### config.mk
export PLATFORM = sky130hd
export DESIGN_NAME = spal_front
export DESIGN_NICKNAME = d
export VERILOG_FILES = /design/src/rtl/spal_pkg.sv /design/src/rtl/spal_front.sv
export SDC_FILE = /design/constraint.sdc
export NUM_CORES = 1
export LEC_CHECK = 0
export CORE_AREA = 2 2 67 69
export DETAILED_ROUTE_END_ITERATION = 10
export DIE_AREA = 0 0 69 71
export DONT_BUFFER_PORTS = 1
export HOLD_SLACK_MARGIN = 0.1
export SYNTH_ARGS = -nofsm -noshare
export SYNTH_HDL_FRONTEND = slang
export SYNTH_SLANG_ARGS = --single-unit
### constraint.sdc
create_clock -name clk -period 2.5 [get_ports clk]
set_input_delay 0.75 -clock clk [delete_from_list [all_inputs] [get_ports clk]]
set_output_delay 0.75 -clock clk [all_outputs]
set_load 0.03 [all_outputs]
### src/rtl/spal_pkg.sv
package spal_pkg;

	localparam int MAX_DIM     = 64;
	localparam int FRAC_BITS   = 12;
	localparam int QUEUE_DEPTH = 2;
	localparam int RATE_ONE    = 4096;
	localparam int DIM_RESET   = 64;

	// register indexes on the configuration port
	localparam logic [1:0] CFG_LEARN_MODE    = 2'd0;
	localparam logic [1:0] CFG_DIM_IN_USE    = 2'd1;
	localparam logic [1:0] CFG_LEARNING_RATE = 2'd2;
	localparam logic [1:0] CFG_WEIGHT_DECAY  = 2'd3;

	typedef enum logic {
		OP_TABLE  = 1'b0,
		OP_SAMPLE = 1'b1
	} op_t;

	// one classified word handed from the front to the back
	typedef struct packed {
		op_t                op;
		logic [5:0]         entry;
		logic [5:0]         source;
		logic               sign;
		logic signed [15:0] scale;
		logic signed [15:0] bias;
		logic signed [15:0] sample;
		logic signed [15:0] target;
		logic [5:0]         pos;
		logic               last;
	} cmd_t;

	// effective settings seen by the back end
	typedef struct packed {
		logic               learn;
		logic [6:0]         dim;
		logic [12:0]        rate;
		logic signed [15:0] decay;
	} cfg_t;

endpackage

### src/rtl/spal_front.sv
module spal_front (
	input  logic               clk,
	input  logic               arst_n,
	input  logic               start,
	input  logic               busy,
	input  logic               operation,
	input  logic [5:0]         entry_index,
	input  logic [5:0]         perm_source,
	input  logic               sign_negative,
	input  logic signed [15:0] scale_value,
	input  logic signed [15:0] bias_value,
	input  logic signed [15:0] sample_value,
	input  logic signed [15:0] target_value,
	input  logic [6:0]         dim,
	output logic               push,
	output spal_pkg::cmd_t     cmd
);

	logic [6:0] fill_q;
	logic       is_last;

	assign push    = start && !busy;
	assign is_last = ((fill_q + 7'd1) >= dim);

	// classify word and tag vector position
	always_comb begin
		cmd.op     = spal_pkg::op_t'(operation);
		cmd.entry  = entry_index;
		cmd.source = perm_source;
		cmd.sign   = sign_negative;
		cmd.scale  = scale_value;
		cmd.bias   = bias_value;
		cmd.sample = sample_value;
		cmd.target = target_value;
		cmd.pos    = fill_q[5:0];
		cmd.last   = is_last;
	end

	// count vector elements, wrap on the last
	always_ff @(posedge clk or negedge arst_n) begin
		if (!arst_n) begin
			fill_q <= '0;
		end else if (push && (spal_pkg::op_t'(operation) == spal_pkg::OP_SAMPLE)) begin
			fill_q <= is_last ? 7'd0 : fill_q + 7'd1;
		end
	end

endmodule

==> flow_summary.json <==
{
  "grt-ovfl-total": 0,
  "vias": 506,
  "ys_ff_latch": 7,
  "peakVddDrop_uv": 231,
  "grt_max_degree": 9,
  "clkLatencyLatePin_ns": 0.22,
  "tightest_slew_ns": 0.352,
  "ys_async_sr_fraction_pct": 100,
  "ioPinCount": 175,
  "start_kind": "flip-flop",
  "drt_iter0_drc": 10,
  "initial_utilization_pct": 28.0,
  "tritoncts": "done",
  "drive_above_1_share_pct": 42.6,
  "wl_per_cell_um": 16.9,
  "synth_top_cell_by_area": "buf_4",
  "fin_cells": 120,
  "crit_type": "reg -> out",
  "setup_viol": 1,
  "post-dp-hpwl_mm": 1.76,
  "hp-class": "in -> async",
  "grt_use_total_pct": 8.30,
  "numCtsBuffers": 3,
  "hold_viol": 0,
  "cp_data_required_time_ns": 1.75,
  "fmax_ghz": 0.360,
  "fp.dieW_um": 69,
  "syn-cell-area_um2": 1180,
  "pwr_density_cell_nw_per_um2": 831,
  "dpl_cell_area_um2": 747,
  "crit_fanout": 4,
  "dp.cells": 116,
  "synth_area_per_cell_um2": 8.58,
  "design_area_um2": 795,
  "cap_violations": 0,
  "via_per_inst": 4.22,
  "htree_levels": 1,
  "synthTopCellsByArea": "buf_4 54%, dfrtp_1 15%, ha_1 8.5%",
  "period_share_pct": 111,
  "clk_path_buf_depth": 2,
  "yosysWarnings": 0,
  "gp_congestion": 0.692,
  "reg.largest.list": "fill_q x7",
  "utilization_pct": 18.9,
  "synth_top_area_share_pct": 54.3,
  "dieArea_um2": 4900,
  "clock-sinks": 7,
  "grt_pass1_vias": 548,
  "whs_ns": 0.221,
  "cts-root-buf": "clkbuf_8",
  "hold_buffers": 0,
  "rsz0062_at_grt": "true",
  "postCtsSetupRepairBufs": 0,
  "failed_checks": "setup timing",
  "routed_wirelength_mm": 2.03,
  "worstPathArrival_ns": 2.03,
  "finalSetupTns_ns": -0.281,
  "drcViolationCount": 0,
  "drtAntennaViolNets": 0,
  "rows": 24,
  "top_register": "fill_q",
  "yosys.cell_count.top_type": "buf_4",
  "antenna_found_initial": 0,
  "synth_cell_types": 22,
  "p_leak_nw": 0.391,
  "yosysSeqAreaShare_pct": 14.9,
  "clk_pin_slew_ns": 0.04,
  "skew_ns": 0.000197,
  "drtPass1Iterations": 2,
  "final_net_count": 166,
  "die_height_um": 71,
  "syn_to_final_growth_pct": -32.4,
  "syn-num-nets": 234,
  "slew_headroom_pct": 76.5,
  "grt_pass1_wl_mm": 3.03,
  "synth_edf_count": 0,
  "coreArea_um2": 4200,
  "antenna_cells": 0,
  "synth_common_cells": "85 x buf_4, 8 x ha_1, 7 x dfrtp_1",
  "cp-end-kind": "output port",
  "largest_reg_flops": 7,
  "port_buffers": 0,
  "fin_crit_ns": 2.78,
  "synth-main-ff-cell": "dfrtp_1",
  "synthCells": 137,
  "outcome": "finished, violations left",
  "slew_viol_final": 0,
  "finalWorstSetupSlack_ns": -0.281
}
metrics by stage:
stage,setup WS [ns],power (W)
after global routing,-0.388,0.000708
after CTS,-0.289,0.000673
after global placement,-0.0646,0.000505
final,-0.281,0.000660
after floorplan,-0.0830,0.000659
after detailed placement,-0.0683,0.000509
area by class of cell:
class / count / area [um^2]
multi-input combinational: 39 / 384
clock buffer: 4 / 45.0
inverter: 6 / 22.5
sequential: 7 / 175
timing repair buffer: 12 / 103
tap: 52 / 65.1
fill: 478 / 3410
final timing paths:
kind                                         endpoint  cells after the start  slack (ns)             startpoint
worst max-delay path                           cmd[0]                      8       -0.28  fill_q[0]$_DFFE_PN0P_
worst min-delay path            fill_q[3]$_DFFE_PN0P_                      0        0.22                 arst_n
worst max register to register  fill_q[0]$_DFFE_PN0P_                     11        0.12  fill_q[0]$_DFFE_PN0P_
worst min register to register  fill_q[6]$_DFFE_PN0P_                      1        0.56  fill_q[6]$_DFFE_PN0P_
max in group asynchronous       fill_q[1]$_DFFE_PN0P_                      0        2.21                 arst_n
min in group clk                fill_q[6]$_DFFE_PN0P_                      1        0.56  fill_q[6]$_DFFE_PN0P_
cell families after synthesis:
| kind of cell | after synthesis | share of synthesized area (%) |
|---|---|---|
| AO/OA/AOI/OAI | 12 | 9.58 |
| buffers and inverters | 91 | 56.2 |
| XOR/XNOR | 5 | 3.72 |
| AND/OR/NAND/NOR | 13 | 6.17 |
| multiplexers | 1 | 0.957 |
| flip-flops | 7 | 14.9 |
| adder cells (fa/ha/maj) | 8 | 8.51 |
critical path, cell delays in order, from the launching register on:
cell and delay (ns):
dfrtp_1 0.39, buf_4 0.21, nand3_1 0.10, xnor2_1 0.17, ha_1 0.20, a211o_1 0.30
a21oi_2 0.18, o31ai_4 0.10, buf_12 0.14
placed cells by master, fill, tap and decap left out:
cell type  instances
nand2b_1           1
ha_1               7
and3_1             1
xor2_1             2
ha_4               1
nor2b_1            2
o31ai_4            1
xnor2_1            2
xnor2_2            1
nand4_1            1
nand3_1            2
dfrtp_1            7
mux2_2             1
buf_12             1
a211oi_1           1
o21a_1             1
inv_1              6
clkbuf_1           1
nor2_1             1
a211o_1            1
nor2_2             1
nand3_4            1
nand2_1            2
buf_4             11
a22o_2             6
nor2_4             1
o21bai_1           1
clkbuf_8           3
a21oi_2            1
per-layer routing:
layer / up-vias / track usage [%] / routed length, um
met4: 0 / 5.45 / 90
li1: 222 / - / -
met5: - / 0 / 0
met2: 42 / 13.7 / 1040
met1: 226 / 6.75 / 581
met3: 16 / 6.70 / 318
where the power goes:
part	total, W	internal [W]	switching [W]
Combinational	0.000332	0.000154	0.000178
Sequential	0.000173	0.000138	0.0000351
Clock	0.000155	0.000110	0.0000454
what timing repair did:
action | 4_1_cts | 5_1_grt
gates resized for setup | 0 | 1
endpoints found under the setup margin | 1 | 3
pin swaps | 4 | 4
No activity file was read; power rests on OpenSTA's default activity.
