[src/rtl/spal_pkg.sv]
package spal_pkg;

	localparam int MAX_DIM     = 64;
	localparam int FRAC_BITS   = 12;
	localparam int QUEUE_DEPTH = 2;
	localparam int RATE_ONE    = 4096;
	localparam int DIM_RESET   = 64;

	// register indexes on the configuration port
	localparam logic [1:0] CFG_LEARN_MODE    = 2'd0;
	localparam logic [1:0] CFG_DIM_IN_USE    = 2'd1;
	localparam logic [1:0] CFG_LEARNING_RATE = 2'd2;
	localparam logic [1:0] CFG_WEIGHT_DECAY  = 2'd3;

	typedef enum logic {
		OP_TABLE  = 1'b0,
		OP_SAMPLE = 1'b1
	} op_t;

	// one classified word handed from the front to the back
	typedef struct packed {
		op_t                op;
		logic [5:0]         entry;
		logic [5:0]         source;
		logic               sign;
		logic signed [15:0] scale;
		logic signed [15:0] bias;
		logic signed [15:0] sample;
		logic signed [15:0] target;
		logic [5:0]         pos;
		logic               last;
	} cmd_t;

	// effective settings seen by the back end
	typedef struct packed {
		logic               learn;
		logic [6:0]         dim;
		logic [12:0]        rate;
		logic signed [15:0] decay;
	} cfg_t;

endpackage

[src/rtl/spal_queue.sv]
module spal_queue #(
	parameter int DEPTH = spal_pkg::QUEUE_DEPTH
) (
	input  logic          clk,
	input  logic          arst_n,
	input  logic          push,
	input  spal_pkg::cmd_t push_data,
	input  logic          pop,
	output spal_pkg::cmd_t pop_data,
	output logic          full,
	output logic          empty
);

	localparam int PW = (DEPTH > 1) ? $clog2(DEPTH) : 1;
	localparam int CW = $clog2(DEPTH + 1);

	spal_pkg::cmd_t slot_q [DEPTH];
	logic [PW-1:0]  wr_ptr_q;
	logic [PW-1:0]  rd_ptr_q;
	logic [CW-1:0]  count_q;

	assign full     = (count_q == CW'(DEPTH));
	assign empty    = (count_q == '0);
	assign pop_data = slot_q[rd_ptr_q];

	// store word
	always_ff @(posedge clk) begin
		if (push && !full) begin
			slot_q[wr_ptr_q] <= push_data;
		end
	end

	// advance pointers and count
	always_ff @(posedge clk or negedge arst_n) begin
		if (!arst_n) begin
			wr_ptr_q <= '0;
			rd_ptr_q <= '0;
			count_q  <= '0;
		end else begin
			if (push && !full) begin
				wr_ptr_q <= (wr_ptr_q == PW'(DEPTH - 1)) ? '0 : wr_ptr_q + 1'b1;
			end
			if (pop && !empty) begin
				rd_ptr_q <= (rd_ptr_q == PW'(DEPTH - 1)) ? '0 : rd_ptr_q + 1'b1;
			end
			case ({push && !full, pop && !empty})
				2'b10:   count_q <= count_q + 1'b1;
				2'b01:   count_q <= count_q - 1'b1;
				default: count_q <= count_q;
			endcase
		end
	end

endmodule

[config.mk]
export PLATFORM = sky130hd
export DESIGN_NAME = spal_queue
export DESIGN_NICKNAME = d
export VERILOG_FILES = /design/src/rtl/spal_pkg.sv /design/src/rtl/spal_queue.sv
export SDC_FILE = /design/constraint.sdc
export NUM_CORES = 1
export LEC_CHECK = 0
export ABC_AREA = 0
export ABC_CLOCK_PERIOD_IN_PS = 13500
export BUFFER_PORTS_ARGS = -buffer_cell sky130_fd_sc_hd__clkbuf_2
export CORE_MARGIN = 1.5
export CORE_UTILIZATION = 56
export DETAILED_ROUTE_END_ITERATION = 12
export PLACE_DENSITY = 0.91
export SYNTH_ARGS = -nofsm -noshare
export SYNTH_HDL_FRONTEND = slang
export SYNTH_SLANG_ARGS = --single-unit
[constraint.sdc]
create_clock -name clk -period 13.5 [get_ports clk]
set_input_delay 2.7 -clock clk [delete_from_list [all_inputs] [get_ports clk]]
set_output_delay 2.7 -clock clk [all_outputs]
set_load 0.01 [all_outputs]
==> results by stage, run 1 <==
Synth:
- The net count of the mapped netlist is 373.
- The total standard cell area after synthesis is 0.006533 mm².
- The fraction of the yosys area taken by sequential cells is 79.68%.
- The number of storage elements in the synthesis netlist is 174.
- The Yosys warning count is 0.
- The mean instance size in the synthesized netlist is 23.08 µm².
- The number of distinct library cells after synthesis is 17.
- The cell count after synthesis is 283.

Timing:
- The max-slew violation count is 0.
- The total negative slack for setup checks is 0 ps.
- Setup violations remaining at the end of the flow were counted as 0.
- The fraction of the cycle the final worst path needs is 38.58%.
- Measured against its own limit, the worst slew margin works out to 22.10%.
- Setup repair after global routing left no endpoint under its margin.
- The final number of hold-violating endpoints is 0.
- The routed design could run at a clock period as short as 5208 ps.
- At the pin with the least slew margin, the transition time is 1169 ps.
- The worst clock skew is 6.797 ps.
- Derived from the worst setup path, the maximum achievable clock frequency is 192.0 MHz.

Floorplan:
- The core outline area is 0.01142 mm².
- Measured along the y axis, the die boundary spans 111.0 µm.
- The initial utilization of the core area, before any placement, comes to 57.21%.
- The top-level port count is 176.
- The number of placement rows is 39.
- In this run the horizontal extent of the chip is 111.0 µm.
- The die covers 0.01232 mm².

Drt:
- The post-detailed-route via-to-cell ratio is 5.161.
- The detailed-route wire length per cell is 17.83 µm.
- The routed length on met2 is 5811 µm.
- In the final routing, the length of wire on met1 measures 4456 µm.
- The final routed wirelength across all metal layers is 11,110 µm.
- After detailed routing, the met3 layer carries 735 µm of wire.
- The final route contains 3,215 vias.
- Before antenna repair, the detailed router went through 4 iterations.
- The first routing iteration left 151 violations.
- The highest layer touched by signal routing is met4.
- The number of nets still failing antenna checks after routing is 0.
- The number of design rule violations left after detail routing is 0.

Setup path:
- STA classifies the critical path startpoint as a flip-flop.
- For the worst flop-to-flop path, the logic depth is 4.
- The largest fanout of any net on the critical path is 46.
- The critical-path cell with the highest stage delay is sky130_fd_sc_hd__dfrtp_4.
- Data arrives at the worst endpoint at 2510 ps.
- The classification of the worst setup path is reg2out.
- The worst-case register-to-register setup slack is 10,890 ps.
- The endpoint of the most critical register-to-register path is slot_q[0][20].
- Together, buffers and inverters on the worst path number 2.
- In this design, the stage delay of the slowest critical-path cell is 850 ps.
- Traced cell by cell, the critical path runs through buf_4 -> mux2_2 -> clkbuf_2.
- On the critical path the largest part of the delay comes from flip-flops.
- STA classifies the critical path endpoint as a primary output.
- For the worst setup path, the data required time is 10,800 ps.
- The startpoint of the most critical register-to-register path is count_q[0].
- The critical path depth in cells is 3.

Layout:
- The post-route netlist has 59.79% of its cells at a drive strength greater than 1.
- The filler cells instantiated in the layout total 731.
- The share of the core filled with cells is 70.28%.
- The layout net count is 559.
- The number of diodes added for antenna fixing is 0.
- The area growth from synthesis to layout is 22.85%.
- Leaving out fill and tap cells, the most frequent cell in the layout is sky130_fd_sc_hd__clkbuf_2.
- The library cells used most frequently in the layout, excluding fill and tap cells, are sky130_fd_sc_hd__clkbuf_2, sky130_fd_sc_hd__edfxtp_1, sky130_fd_sc_hd__mux2_2, sky130_fd_sc_hd__mux2_4, sky130_fd_sc_hd__clkbuf_16.

Clock tree:
- The number of clock buffers added by TritonCTS is 17.
- The clock net sink count is 174.
- CTS placed an instance of sky130_fd_sc_hd__clkbuf_16 at the clock tree root.
- The clock tree from TritonCTS is built.
- In this run, post-CTS repair resized a total of 0 instances.
- In this run the deepest clock path goes through 2 buffers.
- Buffers added to address setup during post-CTS repair amount to 0.
- For the worst-skew pair, the clock arrives at the later sink with an insertion delay of 420 ps.
- The number of buffers inserted for hold repair after clock tree synthesis is 0.
- After clock tree synthesis, the clock-pin slew on the worst setup and hold paths is 60 ps.
- The number of H-tree levels is 4.

Pwr:
- The power share of the clock group is 25.4%.
- In this run the static leakage power is 3.175 nW.
- The sequential cell fraction of total power is 45.8%.
- The maximum VDD drop is 179.0 µV.
- Summed over all nets, the switching power comes to 495.1 µW.
- Internal power comes to 1.258 mW.
- Combinational cells account for 28.7% of the total power.
- The total power per unit cell area is 218.5 mW/mm².
- Net switching is 28.23% of the power.

Global routing:
- The number of antenna violations at the first check in global routing is 0.
- The total overflow left after global routing is 0.
- Entering global routing, the biggest net connects 86 pins.
- In the global route stage, overall resource usage came out at 18.70%.
- The via count of the first global-routing pass came to 3,308.
- The wire length of the first global-routing pass is 16,970 µm.

Worst hold path:
- The type of the worst min-delay path is reg2reg.
- Counting instances, the worst hold path has a depth of 1.
- The startpoint identified for the worst hold timing path is count_q[0].
- The end of the worst hold path is count_q[0].

Status:
- The run finished with clean final reports.

Flow run:
- The tool flagged a number of max-cap violations equal to 0.

Place:
- At the end of routability-driven placement, the weighted congestion stood at 0.7126.
- After legalization and detailed placement, the total HPWL measured 7358 µm.
- In this run the tool buffered the top-level ports with 175 buffer cells.
cells by family after synthesis:
| group | synth area share, % |
|---|---|
| flops | 79.68 |
| fa+ha+maj | 0.1915 |
| simple gates | 0.5173 |
| mux | 16.95 |
| buf+inv | 1.992 |
| xor+xnor | 0.6705 |
layout make-up:
class	count	area (µm²)	share of cell area, %
flip-flops and latches	174	5209	64.90
multi-input cells	98	1210	15.08
repair buffers	177	890.9	11.10
clock buffers	18	429.2	5.348
well taps	143	178.9	2.230
clock inverters	12	103.9	1.294
inverters	1	3.754	0.04677
worst max path at each step:
stage                        start             to  slack (ps)
after floorplan               push   slot_q[0][0]        6630
after global placement        push  slot_q[0][66]        8720
after detailed placement      push  slot_q[0][70]        8660
after CTS                 rd_ptr_q   pop_data[59]        8240
after global routing      rd_ptr_q   pop_data[69]        8150
final                     rd_ptr_q   pop_data[81]        8290
flip-flops by register name, indices dropped and copies added, names as in the netlist:
| name | flops |
|---|---|
| count_q | 2 |
| rd_ptr_q | 1 |
| slot_q | 170 |
| wr_ptr_q | 1 |
per-stage QoR:
step           setup WS (ps)  instance area, µm²  total power [mW]  std cells  hold slack, ps
2_1_floorplan           6634                6533             1.177        283           460.8
3_3_place_gp            8716                7492             1.302        593           478.1
3_5_place_dp            8664                7492             1.327        593           527.4
4_1_cts                 8236                8025             1.773        623           540.5
5_1_grt                 8152                8025             1.831        623           557.4
6_report                8292                8025             1.753        623           537.0
cells in the mapped netlist:
library cell               instances  share of area (%)
sky130_fd_sc_hd__nor2_1            3               0.17
sky130_fd_sc_hd__inv_1             1              0.057
sky130_fd_sc_hd__ha_1              1               0.19
sky130_fd_sc_hd__nand2_1           1              0.057
sky130_fd_sc_hd__buf_6             1               0.17
sky130_fd_sc_hd__buf_8             1               0.23
sky130_fd_sc_hd__buf_2             4               0.31
sky130_fd_sc_hd__edfxtp_1        170                 78
sky130_fd_sc_hd__mux2_2           45                7.8
sky130_fd_sc_hd__nand2b_1          1              0.096
sky130_fd_sc_hd__xnor2_1           3               0.40
sky130_fd_sc_hd__nor2b_1           1              0.096
sky130_fd_sc_hd__mux2_4           40                9.2
sky130_fd_sc_hd__xor2_1            2               0.27
sky130_fd_sc_hd__dfrtp_1           4                1.5
sky130_fd_sc_hd__and3_1            1              0.096
sky130_fd_sc_hd__buf_12            4                1.2
routing by layer:
metal  up-vias  GRT usage, %
li1       1490             -
met1      1580         22.20
met5         -             0
met3        10         6.780
met4         0         7.949
met2       135         30.99
power by group through the flow:
stage                     clock network (mW)  registers [mW]  logic (mW)
final                                  0.446           0.804       0.504
after floorplan                            0           0.784       0.393
after detailed placement                   0           0.817       0.510
after global placement                     0           0.804       0.497
after global routing                   0.474           0.816       0.541
after CTS                              0.454           0.806       0.513
Power figures use the tool's default switching activity.
==> run 2, diff against run 1 <==
Settings changed: ABC_CLOCK_PERIOD_IN_PS 13500 to 4900, CORE_UTILIZATION 56 to 52, PLACE_DENSITY 0.91 to 0.86.
Clock period 13.5 ns to 4.9 ns, I/O delays scaled along.
==> run 2 against run 1 <==
Net effect: clock power rose to 3.2 times the previous value; clock skew about the same; via count down 0.90%; flip-flop and latch count unchanged; worst setup slack worse by 6500 ps; largest power group unchanged.
==> results by stage, run 2 (same netlist as run 1, synthesis figures left out) <==
Status:
- The flow ran to the end, and the final reports show no timing, DRC or antenna violations.

Place:
- The setup slack at placement came to 2196 ps (-6468 ps).
- The instance count after placement with tap cells included is 620 (+4.6%).
- The total of buffers placed on input and output ports is 175 (unchanged).
- The post-placement cell area is 0.007538 mm² (+0.62%).
- The half-perimeter wire length of the detailed placement result is 7186 µm (-2.3%).
- The final weighted congestion of routability-driven global placement is 0.7155 (+0.41%).

Layout:
- The register with the most flip-flops in the final layout is slot_q.
- The flip-flop count of the largest register after layout is 170 (unchanged).
- The ratio of cells with drive above 1 in the final layout came to 61.16% (+1.4 points).
- The count of placed standard cells in the final layout, fillers left out came to 652 (+4.7%).
- The cell area after layout is 0.008179 mm² (+1.9%).
- The multi-input gate area in the final layout is 0.001210 mm² (unchanged).
- The library cells used most frequently in the layout, excluding fill and tap cells, are sky130_fd_sc_hd__clkbuf_2, sky130_fd_sc_hd__edfxtp_1, sky130_fd_sc_hd__mux2_2, sky130_fd_sc_hd__mux2_4, sky130_fd_sc_hd__clkbuf_16.
- The share of the core filled with cells is 67.53% (-2.8 points).
- The most common cell after layout, fill and taps aside is sky130_fd_sc_hd__clkbuf_2.
- The number of diodes added for antenna fixing is 0 (unchanged).
- The area growth from synthesis to layout is 25.21%.
- The storage element area was 0.005209 mm² (unchanged).
- The layout net count came to 561 (+0.36%).
- The largest registers in the layout are slot_q: 170 flops, count_q: 2 flops.
- The number of inserted filler cells in the final layout is 818 (+12%).

Setup path:
- The largest individual stage delay along the critical path comes from the cell sky130_fd_sc_hd__dfrtp_4.
- The kind of end point of the critical path is a primary output.
- The combined buffer and inverter count along the critical path is 2 (unchanged).
- The worst-case register-to-register setup slack is 2880 ps (-8010 ps).
- The worst setup path is launched from a flip-flop.
- The depth of the most critical reg-to-reg path is 2 (-2).
- The largest fanout of any net on the critical path is 35 (-24%).
- The classification of the worst setup path is reg2out.
- The peak per-stage delay on the critical path is 620 ps (-230 ps).
- The critical path arrival is 2150 ps (-360 ps).
- The data required time at the worst endpoint is 3920 ps (-6880 ps).
- The kind of cell adding the most delay to the critical path is buffers and inverters.
- The signal on the critical path passes through buf_4 -> mux2_2 -> clkbuf_2.
- The endpoint of the most critical register-to-register path is slot_q[1][23].
- The worst register-to-register path begins at count_q[0].

Clock tree:
- The number of buffers inserted for hold repair after clock tree synthesis is 0 (unchanged).
- The number of buffers on the longest clock path is 2 (unchanged).
- The clock tree from TritonCTS is built.
- The number of buffers created by CTS is 17 (unchanged).
- The root buffer cell chosen for the clock tree is sky130_fd_sc_hd__clkbuf_16.
- The post-CTS setup buffer count came to 0 (unchanged).
- The clock net sink count is 174 (unchanged).
- The number of H-tree levels came to 4 (unchanged).
- The clock transition time at the flip-flop clock pins of the worst setup and hold paths was 60 ps (about the same).
- The clock latency of the later-clocked register in the worst-skew pair is 410 ps (about the same).
- The post-CTS resize count is 0 (unchanged).

Pwr:
- The total power per unit cell area is 615.7 mW/mm² (+180%).
- The maximum VDD drop came to 428.9 µV (+140%).
- The leakage component of the power is 3.226 nW (+1.6%).
- The post-layout total power is 5.036 mW (+190%).

Drt:
- The number of design rule violations left after detail routing is 0 (unchanged).
- The final routed wirelength across all metal layers is 10,770 µm (-3.1%).
- The count of vias placed by the detailed router was 3,186 (-0.90%).
- The detailed-route wire length per cell is 16.52 µm (-7.4%).
- The first-pass iteration count of the detailed router was 4 (unchanged).
- The post-detailed-route via-to-cell ratio was 4.887 (-5.3%).
- The DRC marker count from the first detailed-route iteration was 173 (+15%).
- The number of nets still failing antenna checks after routing is 0 (unchanged).

Global routing:
- The wire length of the first global-routing pass came to 16,190 µm (-4.6%).
- The via count of the first global-routing pass is 3,295 (-0.39%).
- The number of antenna violations at the first check in global routing is 0 (unchanged).
- The largest net degree at the start of global routing came to 86 (unchanged).
- The global router's overall resource usage is 16.66% (-2.0 points).
- The final global-route overflow total is 0 (unchanged).

Timing:
- The clock period minus worst slack is 3132 ps.
- Setup repair after global routing left no endpoint under its margin.
- The final count of negative-setup-slack endpoints was 0 (unchanged).
- The final setup slack of the worst path is 1768 ps (-6523 ps).
- The total negative slack for setup checks is 0 ps (unchanged).
- The final hold slack came to 363.7 ps (-173.3 ps).
- The worst clock skew is 6.383 ps (-0.4143 ps).
- Derived from the worst setup path, the maximum achievable clock frequency is 319.3 MHz.
- The slew of the pin with the lowest slew margin was 1157 ps (-11.83 ps).
- Dividing the final minimum period by the clock period gives 63.91%.
- The max-slew violation count is 0 (unchanged).
- The relative slew slack was 22.88% (+0.79 points).
- The final number of hold-violating endpoints came to 0 (unchanged).

Worst hold path:
- The worst hold path belongs to the class in2async.

Floorplan:
- The die width is 115.1 µm (+3.7%).
- The vertical extent of the die is 115.1 µm (+3.7%).
- The initial core utilization is 53.94% (-3.3 points).
- The top-level port count is 176 (unchanged).
- The number of placement rows is 40 (+2.6%).
- The die area is 0.01324 mm² (+7.5%).
- The core outline area is 0.01211 mm² (+6.1%).

Flow run:
- The count of maximum capacitance violations is 0 (unchanged).
-- run 2: cell types whose count changed in the layout (fill, tap and decap cells not counted), sizes merged --
cell and change:
buf +2, bufinv +3, clkbuf +3, clkinv -7, clkinvlp +3
-- run 2: power breakdown --
group          internal [mW]  switching (mW)
Clock                  0.916           0.512
Combinational          0.700           0.742
Sequential              2.04           0.122
-- run 2: worst max path at each step --
stage | start | to | slack [ps] | depth (start not counted)
2_1_floorplan | push | slot_q[0][0] | 1180 | 2
3_3_place_gp | rd_ptr_q | pop_data[68] | 2210 | 3
3_5_place_dp | rd_ptr_q | pop_data[81] | 2200 | 3
4_1_cts | rd_ptr_q | pop_data[81] | 1740 | 3
5_1_grt | rd_ptr_q | pop_data[69] | 1670 | 3
6_report | rd_ptr_q | pop_data[81] | 1770 | 3
-- run 2: cell type report --
| class | instances | area share [%] |
|---|---|---|
| Timing Repair Buffer | 179 | 11.08 |
| Tap cell | 168 | 2.570 |
| Sequential cell | 174 | 63.68 |
| Clock inverter | 11 | 2.325 |
| Clock buffer | 21 | 5.507 |
| Multi-Input combinational cell | 98 | 14.79 |
| Inverter | 1 | 0.04589 |
-- run 2: layer usage --
metal | GRT usage, % | wire length (µm) | up-vias
met3 | 6.168 | 765 | 16
li1 | - | - | 1500
met1 | 19.34 | 4414 | 1542
met2 | 27.74 | 5395 | 128
met5 | 0 | 0 | -
met4 | 7.737 | 195 | 0
-- run 2: worst reg2reg max path, delay by kind of cell, from the launching register on --
| kind | cells | cell delay, ps |
|---|---|---|
| flops | 1 | 420 |
| simple gates | 2 | 1140 |
